**src/rtl/core/efr_pkg.sv**
```systemverilog
`timescale 1ns / 1ps

package efr_pkg;

  localparam int MAX_FRAME_DEF = 32;
  localparam int NUM_SLOTS_DEF = 4;

  localparam logic [7:0] HEAD_BYTE = 8'hFD;
  localparam logic [7:0] ESC_BYTE  = 8'hFE;
  localparam logic [7:0] TAIL_BYTE = 8'hF8;
  localparam logic [7:0] ESC_HEAD  = 8'h7D;
  localparam logic [7:0] ESC_TAIL  = 8'h78;
  localparam logic [7:0] ESC_ESC   = 8'h7E;

  localparam logic [1:0] ST_OK       = 2'd0;
  localparam logic [1:0] ST_NOMATCH  = 2'd1;
  localparam logic [1:0] ST_CSUM     = 2'd2;
  localparam logic [1:0] ST_OVERFLOW = 2'd3;

  localparam int CFG_IDX_W  = 3;
  localparam int CFG_DATA_W = 16;

  localparam logic [CFG_IDX_W-1:0] REG_SLOT0   = 3'd0;
  localparam logic [CFG_IDX_W-1:0] REG_CSUM_EN = 3'd4;

  localparam int POS_W      = 5;
  localparam int LAST_POS_W = 6;

  typedef struct packed {
    logic                  is_frame;
    logic [1:0]            status;
    logic [1:0]            slot;
    logic [LAST_POS_W-1:0] last_pos;
  } cmd_t;

  typedef struct packed {
    logic                  en;
    logic [LAST_POS_W-1:0] addr;
    logic [7:0]            data;
  } mem_wr_t;

  typedef struct packed {
    logic [7:0]       frame_byte;
    logic [POS_W-1:0] byte_pos;
    logic [1:0]       slot;
    logic [1:0]       status;
    logic             last;
  } result_t;

endpackage

```
**src/rtl/core/efr_front.sv**
```systemverilog
`timescale 1ns / 1ps

module efr_front import efr_pkg::*; #(
  parameter int MAX_FRAME = MAX_FRAME_DEF,
  parameter int NUM_SLOTS = NUM_SLOTS_DEF
) (
  input  logic                  clk,
  input  logic                  rst,
  input  logic                  cfg_write,
  input  logic [CFG_IDX_W-1:0]  cfg_index,
  input  logic [CFG_DATA_W-1:0] cfg_data,
  input  logic                  push,
  input  logic [7:0]            rx_byte,
  output logic                  full,
  input  logic                  q_full,
  input  logic                  frame_done,
  output logic                  cmd_push,
  output cmd_t                  cmd,
  output mem_wr_t               mem_wr
);

  localparam int FILL_W = $clog2(MAX_FRAME + 1);

  logic [CFG_DATA_W-1:0] slot_cfg [NUM_SLOTS];
  logic                  csum_en;

  logic              in_frame, in_frame_next;
  logic              escape_pending, escape_pending_next;
  logic [FILL_W-1:0] fill_count, fill_count_next;
  logic [7:0]        sum_prev, sum_prev_next;
  logic [7:0]        last_byte, last_byte_next;
  logic [7:0]        type_byte, type_byte_next;
  logic              busy;

  logic accept;

  assign full   = q_full | busy;
  assign accept = push & ~full;

  always_comb begin
    logic              is_head;
    logic              in_eff;
    logic              esc_eff;
    logic [FILL_W-1:0] fill_eff;
    logic [7:0]        v;
    logic              store;
    logic              tail;
    logic [7:0]        type_eff;
    logic [7:0]        n;
    logic              found;
    logic [1:0]        mslot;

    in_frame_next       = in_frame;
    escape_pending_next = escape_pending;
    fill_count_next     = fill_count;
    sum_prev_next       = sum_prev;
    last_byte_next      = last_byte;
    type_byte_next      = type_byte;
    cmd_push            = 1'b0;
    cmd                 = '0;
    mem_wr              = '0;

    is_head  = (rx_byte == HEAD_BYTE);
    in_eff   = in_frame | is_head;
    esc_eff  = escape_pending & ~is_head;
    fill_eff = is_head ? '0 : fill_count;
    v        = rx_byte;
    store    = 1'b0;
    tail     = 1'b0;
    found    = 1'b0;
    mslot    = '0;

    if (accept && in_eff) begin
      in_frame_next       = 1'b1;
      escape_pending_next = 1'b0;
      fill_count_next     = fill_eff;
      if (esc_eff) begin
        unique case (rx_byte)
          ESC_HEAD: v = HEAD_BYTE;
          ESC_TAIL: v = TAIL_BYTE;
          ESC_ESC:  v = ESC_BYTE;
          default:  v = rx_byte;
        endcase
        store = 1'b1;
      end else if (rx_byte == ESC_BYTE) begin
        escape_pending_next = 1'b1;
      end else begin
        store = 1'b1;
        tail  = (rx_byte == TAIL_BYTE);
      end
    end

    type_eff = (fill_eff == FILL_W'(1)) ? v : type_byte;
    n        = 8'(fill_eff) + 8'd1;
    for (int s = 0; s < NUM_SLOTS; s++) begin
      if (type_eff == slot_cfg[s][7:0] && n == slot_cfg[s][15:8]) begin
        found = 1'b1;
        mslot = 2'(s);
      end
    end

    if (store) begin
      if (fill_eff >= FILL_W'(MAX_FRAME)) begin
        in_frame_next       = 1'b0;
        escape_pending_next = 1'b0;
        fill_count_next     = '0;
        cmd_push            = 1'b1;
        cmd.status          = ST_OVERFLOW;
      end else begin
        mem_wr.en       = 1'b1;
        mem_wr.addr     = LAST_POS_W'(fill_eff);
        mem_wr.data     = v;
        fill_count_next = FILL_W'(fill_eff + 1'b1);
        last_byte_next  = v;
        if (fill_eff <= FILL_W'(1)) begin
          sum_prev_next = '0;
        end else begin
          sum_prev_next = 8'(sum_prev + last_byte);
        end
        if (fill_eff == FILL_W'(1)) begin
          type_byte_next = v;
        end
        if (tail) begin
          in_frame_next       = 1'b0;
          escape_pending_next = 1'b0;
          fill_count_next     = '0;
          cmd_push            = 1'b1;
          if (csum_en && sum_prev != last_byte) begin
            cmd.status = ST_CSUM;
          end else if (found) begin
            cmd.is_frame = 1'b1;
            cmd.status   = ST_OK;
            cmd.slot     = mslot;
            cmd.last_pos = LAST_POS_W'(fill_eff);
          end else begin
            cmd.status = ST_NOMATCH;
          end
        end
      end
    end
  end

  for (genvar s = 0; s < NUM_SLOTS; s++) begin : g_slot
    always_ff @(posedge clk) begin
      if (rst) begin
        slot_cfg[s] <= '0;
      end else if (cfg_write && cfg_index == REG_SLOT0 + CFG_IDX_W'(s)) begin
        slot_cfg[s] <= cfg_data;
      end
    end
  end

  always_ff @(posedge clk) begin
    if (rst) begin
      csum_en        <= 1'b0;
      in_frame       <= 1'b0;
      escape_pending <= 1'b0;
      fill_count     <= '0;
      busy           <= 1'b0;
    end else begin
      if (cfg_write && cfg_index == REG_CSUM_EN) begin
        csum_en <= cfg_data[0];
      end
      in_frame       <= in_frame_next;
      escape_pending <= escape_pending_next;
      fill_count     <= fill_count_next;
      if (cmd_push && cmd.is_frame) begin
        busy <= 1'b1;
      end else if (frame_done) begin
        busy <= 1'b0;
      end
    end
  end

  always_ff @(posedge clk) begin
    sum_prev  <= sum_prev_next;
    last_byte <= last_byte_next;
    type_byte <= type_byte_next;
  end

endmodule

```
**src/rtl/core/efr_cmdq.sv**
```systemverilog
`timescale 1ns / 1ps

module efr_cmdq import efr_pkg::*; (
  input  logic clk,
  input  logic rst,
  input  logic push,
  input  cmd_t push_cmd,
  input  logic pop,
  output logic valid,
  output logic full,
  output cmd_t head
);

  localparam int DEPTH = 2;
  localparam int PTR_W = $clog2(DEPTH);

  cmd_t             entry [DEPTH];
  logic [PTR_W-1:0] wr_ptr, rd_ptr;
  logic [PTR_W:0]   count;
  logic             do_push, do_pop;

  assign valid   = (count != '0);
  assign full    = (count == (PTR_W + 1)'(DEPTH));
  assign head    = entry[rd_ptr];
  assign do_push = push & ~full;
  assign do_pop  = pop & valid;

  always_ff @(posedge clk) begin
    if (rst) begin
      wr_ptr <= '0;
      rd_ptr <= '0;
      count  <= '0;
    end else begin
      if (do_push) begin
        wr_ptr <= wr_ptr + 1'b1;
      end
      if (do_pop) begin
        rd_ptr <= rd_ptr + 1'b1;
      end
      count <= count + (PTR_W + 1)'(do_push) - (PTR_W + 1)'(do_pop);
    end
  end

  always_ff @(posedge clk) begin
    if (do_push) begin
      entry[wr_ptr] <= push_cmd;
    end
  end

endmodule

```
**src/rtl/core/efr_back.sv**
```systemverilog
`timescale 1ns / 1ps

module efr_back import efr_pkg::*; #(
  parameter int MAX_FRAME = MAX_FRAME_DEF
) (
  input  logic    clk,
  input  logic    rst,
  input  mem_wr_t mem_wr,
  input  logic    cmd_valid,
  input  cmd_t    cmd,
  output logic    cmd_pop,
  output logic    frame_done,
  output logic    empty,
  input  logic    pop,
  output result_t res
);

  localparam int AW = $clog2(MAX_FRAME);

  localparam logic S_IDLE = 1'b0;
  localparam logic S_EMIT = 1'b1;

  logic [7:0] mem [MAX_FRAME];

  logic          state, state_next;
  logic [AW-1:0] idx, idx_next;
  logic [AW-1:0] last_idx, last_idx_next;
  logic [1:0]    cur_slot, cur_slot_next;

  logic          rd_en;
  logic          rd_pend;
  logic [7:0]    rd_data;
  logic [AW-1:0] rd_pos;
  logic [1:0]    rd_slot;
  logic          rd_last;

  result_t    fifo [2];
  logic       wp, rp;
  logic [1:0] cnt;
  logic       room;
  logic       rej_wr;
  logic       fifo_wr;
  logic       fifo_rd;
  result_t    wdata;

  assign room    = (cnt == 2'd0) || (cnt == 2'd1 && !rd_pend);
  assign empty   = (cnt == 2'd0);
  assign res     = fifo[rp];
  assign fifo_rd = pop & ~empty;
  assign fifo_wr = rd_pend | rej_wr;

  always_comb begin
    state_next    = state;
    idx_next      = idx;
    last_idx_next = last_idx;
    cur_slot_next = cur_slot;
    cmd_pop       = 1'b0;
    frame_done    = 1'b0;
    rd_en         = 1'b0;
    rej_wr        = 1'b0;
    unique case (state)
      S_IDLE: begin
        if (cmd_valid) begin
          if (cmd.is_frame) begin
            cmd_pop       = 1'b1;
            state_next    = S_EMIT;
            idx_next      = '0;
            last_idx_next = AW'(cmd.last_pos);
            cur_slot_next = cmd.slot;
          end else if (room && !rd_pend) begin
            cmd_pop = 1'b1;
            rej_wr  = 1'b1;
          end
        end
      end
      S_EMIT: begin
        if (room) begin
          rd_en = 1'b1;
          if (idx == last_idx) begin
            state_next = S_IDLE;
            frame_done = 1'b1;
          end else begin
            idx_next = idx + 1'b1;
          end
        end
      end
      default: state_next = S_IDLE;
    endcase
  end

  always_comb begin
    wdata = '0;
    if (rd_pend) begin
      wdata.frame_byte = rd_data;
      wdata.byte_pos   = POS_W'(rd_pos);
      wdata.slot       = rd_slot;
      wdata.status     = ST_OK;
      wdata.last       = rd_last;
    end else begin
      wdata.status = cmd.status;
      wdata.last   = 1'b1;
    end
  end

  always_ff @(posedge clk) begin
    if (mem_wr.en) begin
      mem[AW'(mem_wr.addr)] <= mem_wr.data;
    end
    if (rd_en) begin
      rd_data <= mem[idx];
    end
  end

  always_ff @(posedge clk) begin
    if (rst) begin
      state   <= S_IDLE;
      rd_pend <= 1'b0;
      wp      <= 1'b0;
      rp      <= 1'b0;
      cnt     <= 2'd0;
    end else begin
      state   <= state_next;
      rd_pend <= rd_en;
      if (fifo_wr) begin
        wp <= ~wp;
      end
      if (fifo_rd) begin
        rp <= ~rp;
      end
      cnt <= cnt + 2'(fifo_wr) - 2'(fifo_rd);
    end
  end

  always_ff @(posedge clk) begin
    idx      <= idx_next;
    last_idx <= last_idx_next;
    cur_slot <= cur_slot_next;
    if (rd_en) begin
      rd_pos  <= idx;
      rd_slot <= cur_slot;
      rd_last <= (idx == last_idx);
    end
    if (fifo_wr) begin
      fifo[wp] <= wdata;
    end
  end

endmodule

```
**src/rtl/core/escaped_frame_receiver_unit.sv**
```systemverilog
// a frame closed by its tail passes the command queue, the back end's emit state, the buffer
// read register and the result queue before its first result shows; a reject result passes
// the command queue and the result queue. Input: one byte per cycle while full is low; a
// stored frame is read out byte by byte through the single read port of the frame buffer,
// held back when the two-entry result queue has no room; after the tail of a matching frame,
// full stays high until the last buffer read; rst clears state, slots and queues

`timescale 1ns / 1ps

module escaped_frame_receiver_unit import efr_pkg::*; #(
  parameter int MAX_FRAME = MAX_FRAME_DEF,
  parameter int NUM_SLOTS = NUM_SLOTS_DEF
) (
  input  logic                  clk,
  input  logic                  rst,
  input  logic                  cfg_write,
  input  logic [CFG_IDX_W-1:0]  cfg_index,
  input  logic [CFG_DATA_W-1:0] cfg_data,
  input  logic                  push,
  output logic                  full,
  input  logic [7:0]            rx_byte,
  output logic                  empty,
  input  logic                  pop,
  output logic [7:0]            frame_byte,
  output logic [POS_W-1:0]      byte_pos,
  output logic [1:0]            slot,
  output logic [1:0]            status,
  output logic                  last
);

  logic    q_full;
  logic    frame_done;
  logic    cmd_push;
  cmd_t    cmd_in;
  mem_wr_t mem_wr;
  logic    cmd_valid;
  logic    cmd_pop;
  cmd_t    cmd_head;
  result_t res;

  efr_front #(
    .MAX_FRAME(MAX_FRAME),
    .NUM_SLOTS(NUM_SLOTS)
  ) u_front (
    .clk        (clk),
    .rst        (rst),
    .cfg_write  (cfg_write),
    .cfg_index  (cfg_index),
    .cfg_data   (cfg_data),
    .push       (push),
    .rx_byte    (rx_byte),
    .full       (full),
    .q_full     (q_full),
    .frame_done (frame_done),
    .cmd_push   (cmd_push),
    .cmd        (cmd_in),
    .mem_wr     (mem_wr)
  );

  efr_cmdq u_cmdq (
    .clk      (clk),
    .rst      (rst),
    .push     (cmd_push),
    .push_cmd (cmd_in),
    .pop      (cmd_pop),
    .valid    (cmd_valid),
    .full     (q_full),
    .head     (cmd_head)
  );

  efr_back #(
    .MAX_FRAME(MAX_FRAME)
  ) u_back (
    .clk        (clk),
    .rst        (rst),
    .mem_wr     (mem_wr),
    .cmd_valid  (cmd_valid),
    .cmd        (cmd_head),
    .cmd_pop    (cmd_pop),
    .frame_done (frame_done),
    .empty      (empty),
    .pop        (pop),
    .res        (res)
  );

  assign frame_byte = res.frame_byte;
  assign byte_pos   = res.byte_pos;
  assign slot       = res.slot;
  assign status     = res.status;
  assign last       = res.last;

endmodule

```
**config.mk**
```make
export PLATFORM = sky130hd
export DESIGN_NAME = escaped_frame_receiver_unit
export DESIGN_NICKNAME = d
export VERILOG_FILES = /design/src/rtl/core/efr_pkg.sv /design/src/rtl/core/efr_front.sv /design/src/rtl/core/efr_cmdq.sv /design/src/rtl/core/efr_back.sv /design/src/rtl/core/escaped_frame_receiver_unit.sv
export SDC_FILE = /design/constraint.sdc
export NUM_CORES = 1
export LEC_CHECK = 0
export BUFFER_PORTS_ARGS = -buffer_cell sky130_fd_sc_hd__clkbuf_2
export CAP_MARGIN = 25
export CORE_AREA = 2 2 244 246
export DETAILED_ROUTE_END_ITERATION = 6
export DIE_AREA = 0 0 246 248
export RECOVER_POWER = 50
export SYNTH_ARGS = -nofsm -noshare
export SYNTH_HDL_FRONTEND = slang
export SYNTH_HIERARCHICAL = 1
export SYNTH_SLANG_ARGS = --single-unit
```
**constraint.sdc**
```tcl
create_clock -name clk -period 4.6 [get_ports clk]
set_clock_uncertainty 0.15 [all_clocks]
set_input_delay 0.69 -clock clk [delete_from_list [all_inputs] [get_ports clk]]
set_output_delay 0.69 -clock clk [all_outputs]
set_load 0.05 [all_outputs]
```
==> report_table.html, run 1 <==
<table>
<tr><th>Metric</th><th>Value</th></tr>
<tr><th colspan="2">Timing</th></tr>
<tr><td>Unrepaired setup endpoints after global routing</td><td>false</td></tr>
<tr><td>Final setup viols</td><td>0</td></tr>
<tr><td>Time the final worst path needs with I/O delays and setup</td><td>approximately 4.2 ns</td></tr>
<tr><td>Max-slew violation count</td><td>176</td></tr>
<tr><td>Top achievable clock speed</td><td>around 240 MHz</td></tr>
<tr><td>Smallest setup slack after layout</td><td>around 0.39 ns</td></tr>
<tr><td>Final hold slack</td><td>0.2764 ns</td></tr>
<tr><td>Relative slew slack</td><td>-0.1871</td></tr>
<tr><td>Transition time at the pin with the least slew margin</td><td>around 1.8 ns</td></tr>
<tr><td>Final period utilization</td><td>0.9156</td></tr>
<tr><td>Hold Violations, Final</td><td>0</td></tr>
<tr><th colspan="2">Global routing</th></tr>
<tr><td>GR peak layer</td><td>met2</td></tr>
<tr><td>Number of global-route vias before repair</td><td>12.02k</td></tr>
<tr><td>Pin count of the biggest net entering global routing</td><td>57</td></tr>
<tr><td>Number of antenna violations at the first check in global routing</td><td>0</td></tr>
<tr><td>Grt met3 use</td><td>0.02455</td></tr>
<tr><td>Wire length of the first global-routing pass</td><td>71.75 mm</td></tr>
<tr><td>Grt met2 use</td><td>0.2600</td></tr>
<tr><td>Total track usage</td><td>0.1538</td></tr>
<tr><td>Global-route congestion overflow total</td><td>0</td></tr>
<tr><td>Met1 GRT Util</td><td>0.2029</td></tr>
<tr><th colspan="2">Critical path</th></tr>
<tr><td>Worst stage delay on the critical path</td><td>0.81 ns</td></tr>
<tr><td>Critical Path AT</td><td>around 4.5 ns</td></tr>
<tr><td>Worst Path Required</td><td>4.86 ns</td></tr>
<tr><td>Cell breakdown of the critical path</td><td>clkbuf_2 -&gt; clkbuf_1 -&gt; nand4b_1 -&gt; nor2_1 -&gt; clkbuf_1 -&gt; o31ai_1 -&gt; a221oi_1 -&gt; o2111ai_1 -&gt; nor4b_2 -&gt; o41ai_4 -&gt; nor2_1</td></tr>
<tr><td>Startpoint types</td><td>primary input</td></tr>
<tr><td>Critical-path maximum fanout</td><td>19</td></tr>
<tr><td>Category of cells accounting for the largest share of critical-path delay</td><td>buffers and inverters</td></tr>
<tr><td>Cell type of the slowest stage on the worst timing path</td><td>clkbuf_1</td></tr>
<tr><td>Category of the most critical setup path</td><td>in -&gt; reg</td></tr>
<tr><td>Endpoint kind of the worst setup timing path</td><td>register</td></tr>
<tr><td>Sum of buffers and inverters on the critical path</td><td>3</td></tr>
<tr><th colspan="2">Routing</th></tr>
<tr><td>Via/cell ratio</td><td>5.191</td></tr>
<tr><td>DRC violation count after routing</td><td>0</td></tr>
<tr><td>Routed Antenna Nets</td><td>0</td></tr>
<tr><td>Iter 0 DRT Violations</td><td>944</td></tr>
<tr><td>Number of detailed-routing iterations run before antenna repair</td><td>6</td></tr>
<tr><td>Wire length per cell after detailed routing</td><td>20.52 um</td></tr>
<tr><td>Total number of vias</td><td>11.78k</td></tr>
<tr><td>Final wirelength</td><td>46.59 mm</td></tr>
<tr><th colspan="2">Logic synthesis</th></tr>
<tr><td>Syn Inst Count</td><td>1378</td></tr>
<tr><td>Warning count from the yosys run</td><td>6</td></tr>
<tr><td>Netlist area before placement</td><td>slightly above 20000 um2</td></tr>
<tr><td>Post-Syn Nets</td><td>1426</td></tr>
<tr><td>Average size of a mapped cell</td><td>14.67 um2</td></tr>
<tr><th colspan="2">Pwr</th></tr>
<tr><td>Maximum vdd ir drop</td><td>0.0003119 V</td></tr>
<tr><td>Leakage Power</td><td>7.300 nW</td></tr>
<tr><td>Overall Power</td><td>8.757 mW</td></tr>
<tr><td>Power per unit of standard cell area</td><td>about 380 nW/um2</td></tr>
<tr><th colspan="2">Clock tree</th></tr>
<tr><td>Clock buffer count from CTS</td><td>46</td></tr>
<tr><td>Hold buffers post-CTS</td><td>0</td></tr>
<tr><td>Buffer cell driving the clock tree root</td><td>clkbuf_16</td></tr>
<tr><td>Resized Gates After CTS</td><td>0</td></tr>
<tr><td>Post-CTS setup repair buffer count</td><td>0</td></tr>
<tr><td>Clk Latency, worst-skew pair</td><td>just under 0.6 ns</td></tr>
<tr><td>Clock tree from TritonCTS</td><td>yes</td></tr>
<tr><td>Deepest clock path buffer count</td><td>3</td></tr>
<tr><td>H-Tree Depth</td><td>2</td></tr>
<tr><td>Clock sinks</td><td>450</td></tr>
<tr><td>Clock Pin Slew Worst Setup and Hold Paths</td><td>0.06 ns</td></tr>
<tr><th colspan="2">Final layout</th></tr>
<tr><td>Layout cells sized above 1</td><td>0.1657</td></tr>
<tr><td>Share of the core filled with cells</td><td>0.3923</td></tr>
<tr><td>Post-layout net count</td><td>between 1.5k and 2k</td></tr>
<tr><td>N_diodes</td><td>0</td></tr>
<tr><td>Area growth syn-to-layout</td><td>13.48%</td></tr>
<tr><th colspan="2">Die</th></tr>
<tr><td>Std cell rows</td><td>89</td></tr>
<tr><td>Initial Utilization</td><td>0.3457</td></tr>
<tr><td>Floorplan die area</td><td>61010 um2</td></tr>
<tr><td>Chip width</td><td>246 um</td></tr>
<tr><td>Number of I/O pins</td><td>52</td></tr>
<tr><td>Core footprint</td><td>just under 60000 um2</td></tr>
<tr><td>Die Y</td><td>approximately 250 um</td></tr>
<tr><th colspan="2">Status</th></tr>
<tr><td>Violations in the final reports</td><td>max-capacitance violations, max-slew violations</td></tr>
<tr><td>Result of the run</td><td>complete, but fails checks</td></tr>
<tr><th colspan="2">Run</th></tr>
<tr><td># Max-Cap Violations</td><td>7</td></tr>
<tr><th colspan="2">Placed design</th></tr>
<tr><td>Estimated wirelength of the detail-placed design</td><td>31.23 mm</td></tr>
<tr><td>Number of input and output port buffers inserted</td><td>51</td></tr>
<tr><td>Final estimated routing congestion in global placement</td><td>0.9121</td></tr>
<tr><td>Worst slack at placement</td><td>0.2197 ns</td></tr>
<tr><th colspan="2">Min path</th></tr>
<tr><td>Type of the worst min-delay path</td><td>in -&gt; reg</td></tr>
</table>
## cell type report
class | instances | area (um2)
inverter | 45 | 168.9
fill | 5421 | 35530
tap | 773 | 967.2
clock buffer | 60 | 1244
multi-input combinational | 806 | 6374
sequential | 450 | 13290
timing repair buffer | 112 | 628.1
clock inverter | 24 | 261.5
## sequential cells by signal, indices dropped and copies added, names as in the netlist, 6 cells and up, named ones only
name                flops
u_back/fifo            36
u_back/mem            256
u_back/rd_data          8
u_cmdq/entry           20
u_front/fill_count      6
u_front/last_byte       8
u_front/slot_cfg       64
u_front/sum_prev        8
u_front/type_byte       8
## per-layer routing
layer / share of wire / wire [um]
met4: 0.024 / 1117
met3: 0.052 / 2409
met1: 0.44 / 20520
met5: 0 / 0
met2: 0.48 / 22540
## placed cells by master, fill, tap and decap left out, types with 7 or more instances in the layout
cell         n
dfxtp_1     22
o22ai_1     14
nor4_1      14
mux2_2      19
a221oi_1     7
o221ai_1    11
nand2_1     48
nor2_1      98
and2_1      20
clkbuf_1    38
nand3b_1     8
mux4_2      47
and2_0      69
nor2b_1     24
o21ai_0     28
nand3_1     17
mux2i_1     38
nor3_1      19
xnor2_1     43
clkinv_1     7
a22o_1       8
clkbuf_16   46
clkbuf_2    48
a211oi_1     7
a22oi_1     15
a21oi_1     39
mux2_1      10
ha_1        15
xor2_1      37
buf_4       35
nand2b_1    21
edfxtp_1   428
inv_1       42
## power breakdown
group / switching (mW) / internal, mW / total [mW]
Sequential: 0.0748 / 4.48 / 4.56
Combinational: 0.314 / 0.162 / 0.476
Clock: 1.58 / 2.15 / 3.72
Total: 1.97 / 6.79 / 8.76
## worst min-delay path, stage by stage
cell and delay (ns):
clkbuf_2 0.13, mux2i_1 0.08, nor2_1 0.07
## per-stage QoR
step / instances / setup TNS [ns] / cell area [um2]
floorplan: 1378 / -1.187 / 20210
global placement: 2186 / 0 / 21540
detailed placement: 2186 / 0 / 21540
CTS: 2270 / 0 / 23040
global route: 2270 / 0 / 22940
finish: 2270 / 0 / 22940
## path summary, 6_finish.rpt
check	from	endpoint	slack, ns	cells after the start
worst min-delay path	cfg_data[0]	u_front/csum_en	0.28	3
worst max-delay path	rx_byte[2]	u_cmdq/entry[1][0]	0.39	11
worst max register to register	u_front/fill_count[0]	u_cmdq/entry[1][0]	0.66	10
worst min register to register	u_back/cur_slot[0]	u_back/rd_slot[0]	0.28	0
Note: power is estimated with default switching activity, not from simulation.
==> inputs of run 2 (changes only) <==
- PLACE_DENSITY: unset -> 0.52
==> run 2 against run 1 <==
- the flow still finishes with violations (max-capacitance violations, max-slew violations)
- wire length is 4.8% higher
- register-to-register slack hardly changed
- core utilization is 0.26 points higher
- largest cell class unchanged
- largest power group unchanged
==> report_table.html, run 2 (same netlist as run 1, synthesis figures left out) <==
<table>
<tr><th>Metric</th><th>Value</th></tr>
<tr><th colspan="2">Status</th></tr>
<tr><td>Result of the run</td><td>complete, but fails checks</td></tr>
<tr><td>Violations in the final reports</td><td>max-capacitance violations, max-slew violations</td></tr>
<tr><th colspan="2">Die</th></tr>
<tr><td>Chip width</td><td>246 um</td></tr>
<tr><td>Floorplan die area</td><td>about 61000 um2</td></tr>
<tr><td>Die Y</td><td>between 200 and 250 um</td></tr>
<tr><td>Initial Utilization</td><td>0.3457</td></tr>
<tr><td>Std cell rows</td><td>between 80 and 90</td></tr>
<tr><td>Core footprint</td><td>just under 60000 um2</td></tr>
<tr><td>Number of I/O pins</td><td>52</td></tr>
<tr><th colspan="2">Min path</th></tr>
<tr><td>Type of the worst min-delay path</td><td>reg -&gt; reg</td></tr>
<tr><th colspan="2">Final layout</th></tr>
<tr><td>Share of the core filled with cells</td><td>0.3949</td></tr>
<tr><td>Area growth syn-to-layout</td><td>14.24%</td></tr>
<tr><td>Most common cell after layout, fill and taps aside</td><td>edfxtp_1</td></tr>
<tr><td>Highest-count cells in the layout ignoring fill and taps</td><td>edfxtp_1 (428), nor2_1 (99), and2_0 (74), buf_4 (53), clkbuf_16 (49)</td></tr>
<tr><td>Flip-flop count of the largest register, all copies and words added</td><td>~260</td></tr>
<tr><td>Layout cells sized above 1</td><td>0.1702</td></tr>
<tr><td>Largest register by flop count</td><td>u_back/mem</td></tr>
<tr><td>Largest registers</td><td>u_back/mem: 256 flops, u_front/slot_cfg: 64 flops, u_back/fifo: 36 flops</td></tr>
<tr><td>N_diodes</td><td>0</td></tr>
<tr><td>Final std cell area, no fill</td><td>approximately 23000 um2</td></tr>
<tr><td>Post-layout net count</td><td>roughly 1.5k</td></tr>
<tr><th colspan="2">Timing</th></tr>
<tr><td>Final setup viols</td><td>0</td></tr>
<tr><td>Transition time at the pin with the least slew margin</td><td>1.732 ns</td></tr>
<tr><td>Smallest setup slack after layout</td><td>0.5658 ns</td></tr>
<tr><td>Hold Violations, Final</td><td>0</td></tr>
<tr><td>Top achievable clock speed</td><td>about 250 MHz</td></tr>
<tr><td>Time the final worst path needs with I/O delays and setup</td><td>about 4.0 ns</td></tr>
<tr><td>Unrepaired setup endpoints after global routing</td><td>false</td></tr>
<tr><td>Max-slew violation count</td><td>116</td></tr>
<tr><td>Relative slew slack</td><td>-0.1636</td></tr>
<tr><td>Final period utilization</td><td>0.8770</td></tr>
<tr><th colspan="2">Routing</th></tr>
<tr><td>Detailed route wirelength on metal2</td><td>24.04 mm</td></tr>
<tr><td>Number of detailed-routing iterations run before antenna repair</td><td>5</td></tr>
<tr><td>Highest signal layer in the routed design</td><td>met4</td></tr>
<tr><td>Routed wl met3</td><td>about 1.8 mm</td></tr>
<tr><td>Final wirelength</td><td>48.83 mm</td></tr>
<tr><td>Routed Antenna Nets</td><td>0</td></tr>
<tr><td>DRC violation count after routing</td><td>0</td></tr>
<tr><td>Via/cell ratio</td><td>5.128</td></tr>
<tr><td>Iter 0 DRT Violations</td><td>940</td></tr>
<tr><td>Wire length per cell after detailed routing</td><td>21.33 um</td></tr>
<tr><td>Total number of vias</td><td>between 10k and 15k</td></tr>
<tr><td>Length of routed wiring on met1</td><td>21.92 mm</td></tr>
<tr><th colspan="2">Global routing</th></tr>
<tr><td>Pin count of the biggest net entering global routing</td><td>44</td></tr>
<tr><td>Number of antenna violations at the first check in global routing</td><td>1</td></tr>
<tr><td>Global-route congestion overflow total</td><td>0</td></tr>
<tr><td>Number of global-route vias before repair</td><td>approximately 12k</td></tr>
<tr><td>Wire length of the first global-routing pass</td><td>73.88 mm</td></tr>
<tr><td>Total track usage</td><td>0.1614</td></tr>
<tr><th colspan="2">Clock tree</th></tr>
<tr><td>H-Tree Depth</td><td>2</td></tr>
<tr><td>Clock sinks</td><td>450</td></tr>
<tr><td>Clock Pin Slew Worst Setup and Hold Paths</td><td>0.06 ns</td></tr>
<tr><td>Clk Latency, worst-skew pair</td><td>0.58 ns</td></tr>
<tr><td>Clock tree from TritonCTS</td><td>yes</td></tr>
<tr><td>Deepest clock path buffer count</td><td>3</td></tr>
<tr><td>Post-CTS setup repair buffer count</td><td>0</td></tr>
<tr><td>Resized Gates After CTS</td><td>0</td></tr>
<tr><td>Hold buffers post-CTS</td><td>0</td></tr>
<tr><td>Buffer cell driving the clock tree root</td><td>clkbuf_16</td></tr>
<tr><td>Clock buffer count from CTS</td><td>about 50</td></tr>
<tr><th colspan="2">Placed design</th></tr>
<tr><td>Number of input and output port buffers inserted</td><td>between 50 and 60</td></tr>
<tr><td>Worst slack at placement</td><td>0.2296 ns</td></tr>
<tr><td>Final estimated routing congestion in global placement</td><td>just over 0.9</td></tr>
<tr><td>Area after DPL</td><td>21650 um2</td></tr>
<tr><td>Estimated wirelength of the detail-placed design</td><td>around 33 mm</td></tr>
<tr><th colspan="2">Critical path</th></tr>
<tr><td>Cell breakdown of the critical path</td><td>clkbuf_1 -&gt; and4b_1 -&gt; nand2_1 -&gt; and2_0 -&gt; ha_1 -&gt; buf_4 -&gt; nand2_1 -&gt; o22ai_1 -&gt; o21bai_1 -&gt; nor4b_4 -&gt; o41ai_4 -&gt; nor2_1</td></tr>
<tr><td>Startpoint types</td><td>primary input</td></tr>
<tr><td>Critical-path maximum fanout</td><td>13</td></tr>
<tr><td>Worst Path Required</td><td>between 4 and 5 ns</td></tr>
<tr><td>Endpoint kind of the worst setup timing path</td><td>register</td></tr>
<tr><td>Worst stage delay on the critical path</td><td>0.61 ns</td></tr>
<tr><td>Critical path's most frequent cell</td><td>nand2_1</td></tr>
<tr><td>Cell type of the slowest stage on the worst timing path</td><td>o41ai_4</td></tr>
<tr><td>Category of the most critical setup path</td><td>in -&gt; reg</td></tr>
<tr><td>Critical Path AT</td><td>roughly 4.2 ns</td></tr>
<tr><th colspan="2">Run</th></tr>
<tr><td># Max-Cap Violations</td><td>4</td></tr>
<tr><th colspan="2">Pwr</th></tr>
<tr><td>Maximum vdd ir drop</td><td>roughly 0.00030 V</td></tr>
<tr><td>Power per unit of standard cell area</td><td>between 300 and 400 nW/um2</td></tr>
<tr><td>Leakage Power</td><td>7.385 nW</td></tr>
</table>
==> run 2: final cells by class <==
cell class	count	area [um2]
tap	773	967.2
sequential	450	13290
multi-input combinational	806	6366
inverter	45	168.9
timing repair buffer	127	749.5
fill	5522	35370
clock inverter	33	295.3
clock buffer	55	1249
==> run 2: critical path, delay by kind of cell <==
kind / cells / cell delay, ns
and+or+nand+nor: 6 / 1.23
adders and majority gates: 1 / 0.52
buffers and inverters: 2 / 0.44
AOI/OAI and AO/OA: 3 / 1.29
==> run 2: final timing paths <==
check / from / endpoint / slack [ns] / cells after the start
hold / removal: u_back/cur_slot[1] / u_back/rd_slot[1] / 0.28 / 0
hold reg to reg: u_back/cur_slot[1] / u_back/rd_slot[1] / 0.28 / 0
setup reg to reg: u_back/idx[2] / u_back/idx[1] / 0.65 / 5
setup / recovery: rx_byte[7] / u_cmdq/entry[1][3] / 0.57 / 12
==> run 2: power breakdown <==
| group | total [mW] | internal [mW] | leakage [nW] | switching, mW |
|---|---|---|---|---|
| Sequential | 4.56 | 4.48 | 3.78 | 0.0757 |
| Clock | 3.78 | 2.18 | 0.735 | 1.60 |
| Combinational | 0.479 | 0.162 | 2.87 | 0.317 |
| Total | 8.82 | 6.83 | 7.38 | 1.99 |
==> run 2: metal layers <==
layer / global-route usage / vias to the layer above
met1: 0.2115 / 5980
met4: 0.05134 / 0
met5: 0 / -
li1: - / 5453
met3: 0.02422 / 75
met2: 0.2753 / 231
==> run 2: metrics by stage <==
step                      instances  hold WS, ns  TNS, ns  total power [mW]
after floorplan                1378       0.2503   -1.187             4.983
after CTS                      2287       0.2532        0             8.930
after detailed placement       2199       0.2751        0             5.138
after global routing           2289       0.2791        0             9.123
final                          2289       0.2837        0             8.818
after global placement         2198       0.2791        0             5.134
==> inputs of run 3 (changes only) <==
==> constraint.sdc (replaced) <==
create_clock -name clk -period 4.6 [get_ports clk]
set_clock_uncertainty 0.15 [all_clocks]
set_input_delay 0.23 -clock clk [delete_from_list [all_inputs] [get_ports clk]]
set_output_delay 0.23 -clock clk [all_outputs]
set_load 0.05 [all_outputs]
==> run 3 against run 2 <==
- cell area fell by 0.29%
- wire length fell by 0.41%
- hold slack got worse by 0.22 ns
- largest power group unchanged
- sequential share of layout area rose by 0.17 points
- the flow still finishes with violations (max-capacitance violations, max-slew violations)
- non-clock buffer count fell by 6
- sequential power barely moved
- count of clock-buffer cells in the layout rose by 4
- worst setup slack got worse by 0.25 ns
- core utilization fell by 0.12 points
==> report_table.html, run 3 (same netlist as run 1, synthesis figures left out) <==
<table>
<tr><th>Metric</th><th>Value</th></tr>
<tr><th colspan="2">Final layout</th></tr>
<tr><td>Sequential Area</td><td>13290 um2</td></tr>
<tr><td>Post-layout net count</td><td>1519</td></tr>
<tr><td>Largest registers</td><td>u_back/mem: 256 flops, u_front/slot_cfg: 64 flops, u_back/fifo: 36 flops</td></tr>
<tr><td>N_diodes</td><td>0</td></tr>
<tr><td>Layout filler cell count</td><td>5463</td></tr>
<tr><td>Largest register by flop count</td><td>u_back/mem</td></tr>
<tr><td>Area taken by multi-input logic gates</td><td>6364 um2</td></tr>
<tr><td>Flip-flop count of the largest register, all copies and words added</td><td>between 200 and 300</td></tr>
<tr><td>Layout cells sized above 1</td><td>0.1434</td></tr>
<tr><td>Most common cell after layout, fill and taps aside</td><td>edfxtp_1</td></tr>
<tr><td>Highest-count cells in the layout ignoring fill and taps</td><td>edfxtp_1 (428), nor2_1 (102), and2_0 (71), clkbuf_1 (51)</td></tr>
<tr><td>Final std cell area, no fill</td><td>23020 um2</td></tr>
<tr><td>Area growth syn-to-layout</td><td>13.90%</td></tr>
<tr><th colspan="2">Critical path</th></tr>
<tr><td>Endpoint kind of the worst setup timing path</td><td>register</td></tr>
<tr><td>Category of cells accounting for the largest share of critical-path delay</td><td>simple AND/OR/NAND/NOR gates</td></tr>
<tr><td>Cell type of the slowest stage on the worst timing path</td><td>nor2_1</td></tr>
<tr><td>Startpoint types</td><td>primary input</td></tr>
<tr><td>Worst Path Required</td><td>between 4 and 5 ns</td></tr>
<tr><td>Worst stage delay on the critical path</td><td>between 0.6 and 0.7 ns</td></tr>
<tr><td>Critical-path maximum fanout</td><td>8</td></tr>
<tr><td>Category of the most critical setup path</td><td>in -&gt; reg</td></tr>
<tr><td>Critical Path AT</td><td>4.35 ns</td></tr>
<tr><td>Cell breakdown of the critical path</td><td>dlygate4sd3_1 -&gt; clkbuf_1 -&gt; clkbuf_1 -&gt; nand4_1 -&gt; nor2_1 -&gt; o21ai_0 -&gt; clkbuf_1 -&gt; nor2_1 -&gt; nand2_1 -&gt; inv_1 -&gt; and3_1 -&gt; or3b_2 -&gt; nor2_1</td></tr>
<tr><td>Sum of buffers and inverters on the critical path</td><td>5</td></tr>
<tr><td>Reg2reg start</td><td>u_back/idx[0]</td></tr>
<tr><td>Worst Setup SP</td><td>rx_byte[6]</td></tr>
<tr><th colspan="2">Timing</th></tr>
<tr><td>Final setup viols</td><td>0</td></tr>
<tr><td>Transition time at the pin with the least slew margin</td><td>2.218 ns</td></tr>
<tr><td>Final period utilization</td><td>0.9321</td></tr>
<tr><td>Hold Violations, Final</td><td>0</td></tr>
<tr><td>Relative slew slack</td><td>-0.4784</td></tr>
<tr><td>Max-slew violation count</td><td>188</td></tr>
<tr><td>Setup tns final</td><td>0 ns</td></tr>
<tr><td>Time the final worst path needs with I/O delays and setup</td><td>4.288 ns</td></tr>
<tr><td>Top achievable clock speed</td><td>233.2 MHz</td></tr>
<tr><td>Unrepaired setup endpoints after global routing</td><td>false</td></tr>
<tr><th colspan="2">Clock tree</th></tr>
<tr><td>Clock sinks</td><td>450</td></tr>
<tr><td>Clock buffer count from CTS</td><td>47</td></tr>
<tr><td>Clk Latency, worst-skew pair</td><td>0.59 ns</td></tr>
<tr><td>Deepest clock path buffer count</td><td>3</td></tr>
<tr><td>Hold buffers post-CTS</td><td>24</td></tr>
<tr><td>Clock tree from TritonCTS</td><td>yes</td></tr>
<tr><td>Clock Pin Slew Worst Setup and Hold Paths</td><td>around 0.060 ns</td></tr>
<tr><td>Buffer cell driving the clock tree root</td><td>clkbuf_16</td></tr>
<tr><td>H-Tree Depth</td><td>2</td></tr>
<tr><td>Post-CTS setup repair buffer count</td><td>0</td></tr>
<tr><td>Resized Gates After CTS</td><td>0</td></tr>
<tr><th colspan="2">Die</th></tr>
<tr><td>Core footprint</td><td>between 50000 and 60000 um2</td></tr>
<tr><td>Die Y</td><td>248 um</td></tr>
<tr><td>Floorplan die area</td><td>about 60000 um2</td></tr>
<tr><td>Initial Utilization</td><td>0.3457</td></tr>
<tr><td>Number of I/O pins</td><td>52</td></tr>
<tr><td>Chip width</td><td>246 um</td></tr>
<tr><td>Std cell rows</td><td>a little under 90</td></tr>
<tr><th colspan="2">Global routing</th></tr>
<tr><td>Grt met3 use</td><td>0.02238</td></tr>
<tr><td>Pin count of the biggest net entering global routing</td><td>61</td></tr>
<tr><td>Number of global-route vias before repair</td><td>around 12k</td></tr>
<tr><td>Total track usage</td><td>0.1602</td></tr>
<tr><td>GR peak layer</td><td>met2</td></tr>
<tr><td>Wire length of the first global-routing pass</td><td>73.62 mm</td></tr>
<tr><td>Number of antenna violations at the first check in global routing</td><td>0</td></tr>
<tr><td>Grt met2 use</td><td>0.2753</td></tr>
<tr><td>Met1 GRT Util</td><td>0.2122</td></tr>
<tr><td>Global-route congestion overflow total</td><td>0</td></tr>
<tr><th colspan="2">Pwr</th></tr>
<tr><td>Overall Power</td><td>8.709 mW</td></tr>
<tr><td>Maximum vdd ir drop</td><td>0.0002475 V</td></tr>
<tr><td>Leakage Power</td><td>7.277 nW</td></tr>
<tr><td>Power per unit of standard cell area</td><td>378.3 nW/um2</td></tr>
<tr><th colspan="2">Run</th></tr>
<tr><td># Max-Cap Violations</td><td>7</td></tr>
<tr><th colspan="2">Placed design</th></tr>
<tr><td>Estimated wirelength of the detail-placed design</td><td>33.10 mm</td></tr>
<tr><td>Final estimated routing congestion in global placement</td><td>around 0.9</td></tr>
<tr><td>Number of input and output port buffers inserted</td><td>51</td></tr>
<tr><td>Area after DPL</td><td>between 20000 and 25000 um2</td></tr>
<tr><th colspan="2">Min path</th></tr>
<tr><td>Type of the worst min-delay path</td><td>in -&gt; reg</td></tr>
<tr><td>Hold Startpoint</td><td>push</td></tr>
<tr><th colspan="2">Routing</th></tr>
<tr><td>DRC violation count after routing</td><td>0</td></tr>
<tr><td>Total number of vias</td><td>11.64k</td></tr>
<tr><td>Final wirelength</td><td>48.63 mm</td></tr>
<tr><td>Via/cell ratio</td><td>slightly above 5</td></tr>
<tr><td>Wire length per cell after detailed routing</td><td>21.34 um</td></tr>
<tr><td>Number of detailed-routing iterations run before antenna repair</td><td>5</td></tr>
<tr><td>Routed Antenna Nets</td><td>0</td></tr>
<tr><td>Iter 0 DRT Violations</td><td>817</td></tr>
<tr><th colspan="2">Status</th></tr>
<tr><td>Result of the run</td><td>complete, but fails checks</td></tr>
<tr><td>Violations in the final reports</td><td>max-capacitance violations, max-slew violations</td></tr>
</table>
## run 3: final timing paths
path / depth (start not counted) / slack (ns) / to
hold / removal: 5 / 0.07 / u_front/in_frame
hold reg to reg: 0 / 0.27 / u_back/rd_slot[0]
setup reg to reg: 5 / 0.49 / u_back/rd_data[1]
setup / recovery: 13 / 0.31 / u_back/mem[19][7]
## run 3: layout make-up
class / count / share of cell area
clock buffers: 59 / 0.05397
clock inverters: 25 / 0.01054
inverters: 45 / 0.007337
multi-input cells: 806 / 0.2764
flip-flops and latches: 450 / 0.5774
well taps: 773 / 0.04201
repair buffers: 121 / 0.03228
## run 3: power breakdown
group	internal, mW	switching, mW	leakage, nW
clock	2.10	1.57	0.723
combinational	0.166	0.317	2.78
sequential	4.48	0.0732	3.78
total	6.75	1.96	7.28
## run 3: worst min-delay path, cell delays in order
cell and delay [ns]:
clkbuf_2 0.08, nor3b_1 0.13, buf_4 0.15, nand2_1 0.08
a221oi_1 0.07
## run 3: per-layer routing
metal  vias to the layer above  share of wire
li1                       5437              -
met1                      5886           0.45
met2                       245           0.50
met3                        71          0.035
met4                         0          0.022
met5                         -              0
## run 3: metrics by stage
step / setup slack, ns / util / std cells / hold WS [ns]
global route: 0.01224 / 0.3938 / 2279 / 0.07336
finish: 0.3124 / 0.3938 / 2279 / 0.06507
floorplan: 0.4192 / - / 1378 / 0.1491
detailed placement: 0.3427 / 0.3665 / 2169 / 0.2598
global placement: 0.5552 / 0.3663 / 2168 / 0.2673
CTS: 0.4117 / 0.3960 / 2277 / 0.02933
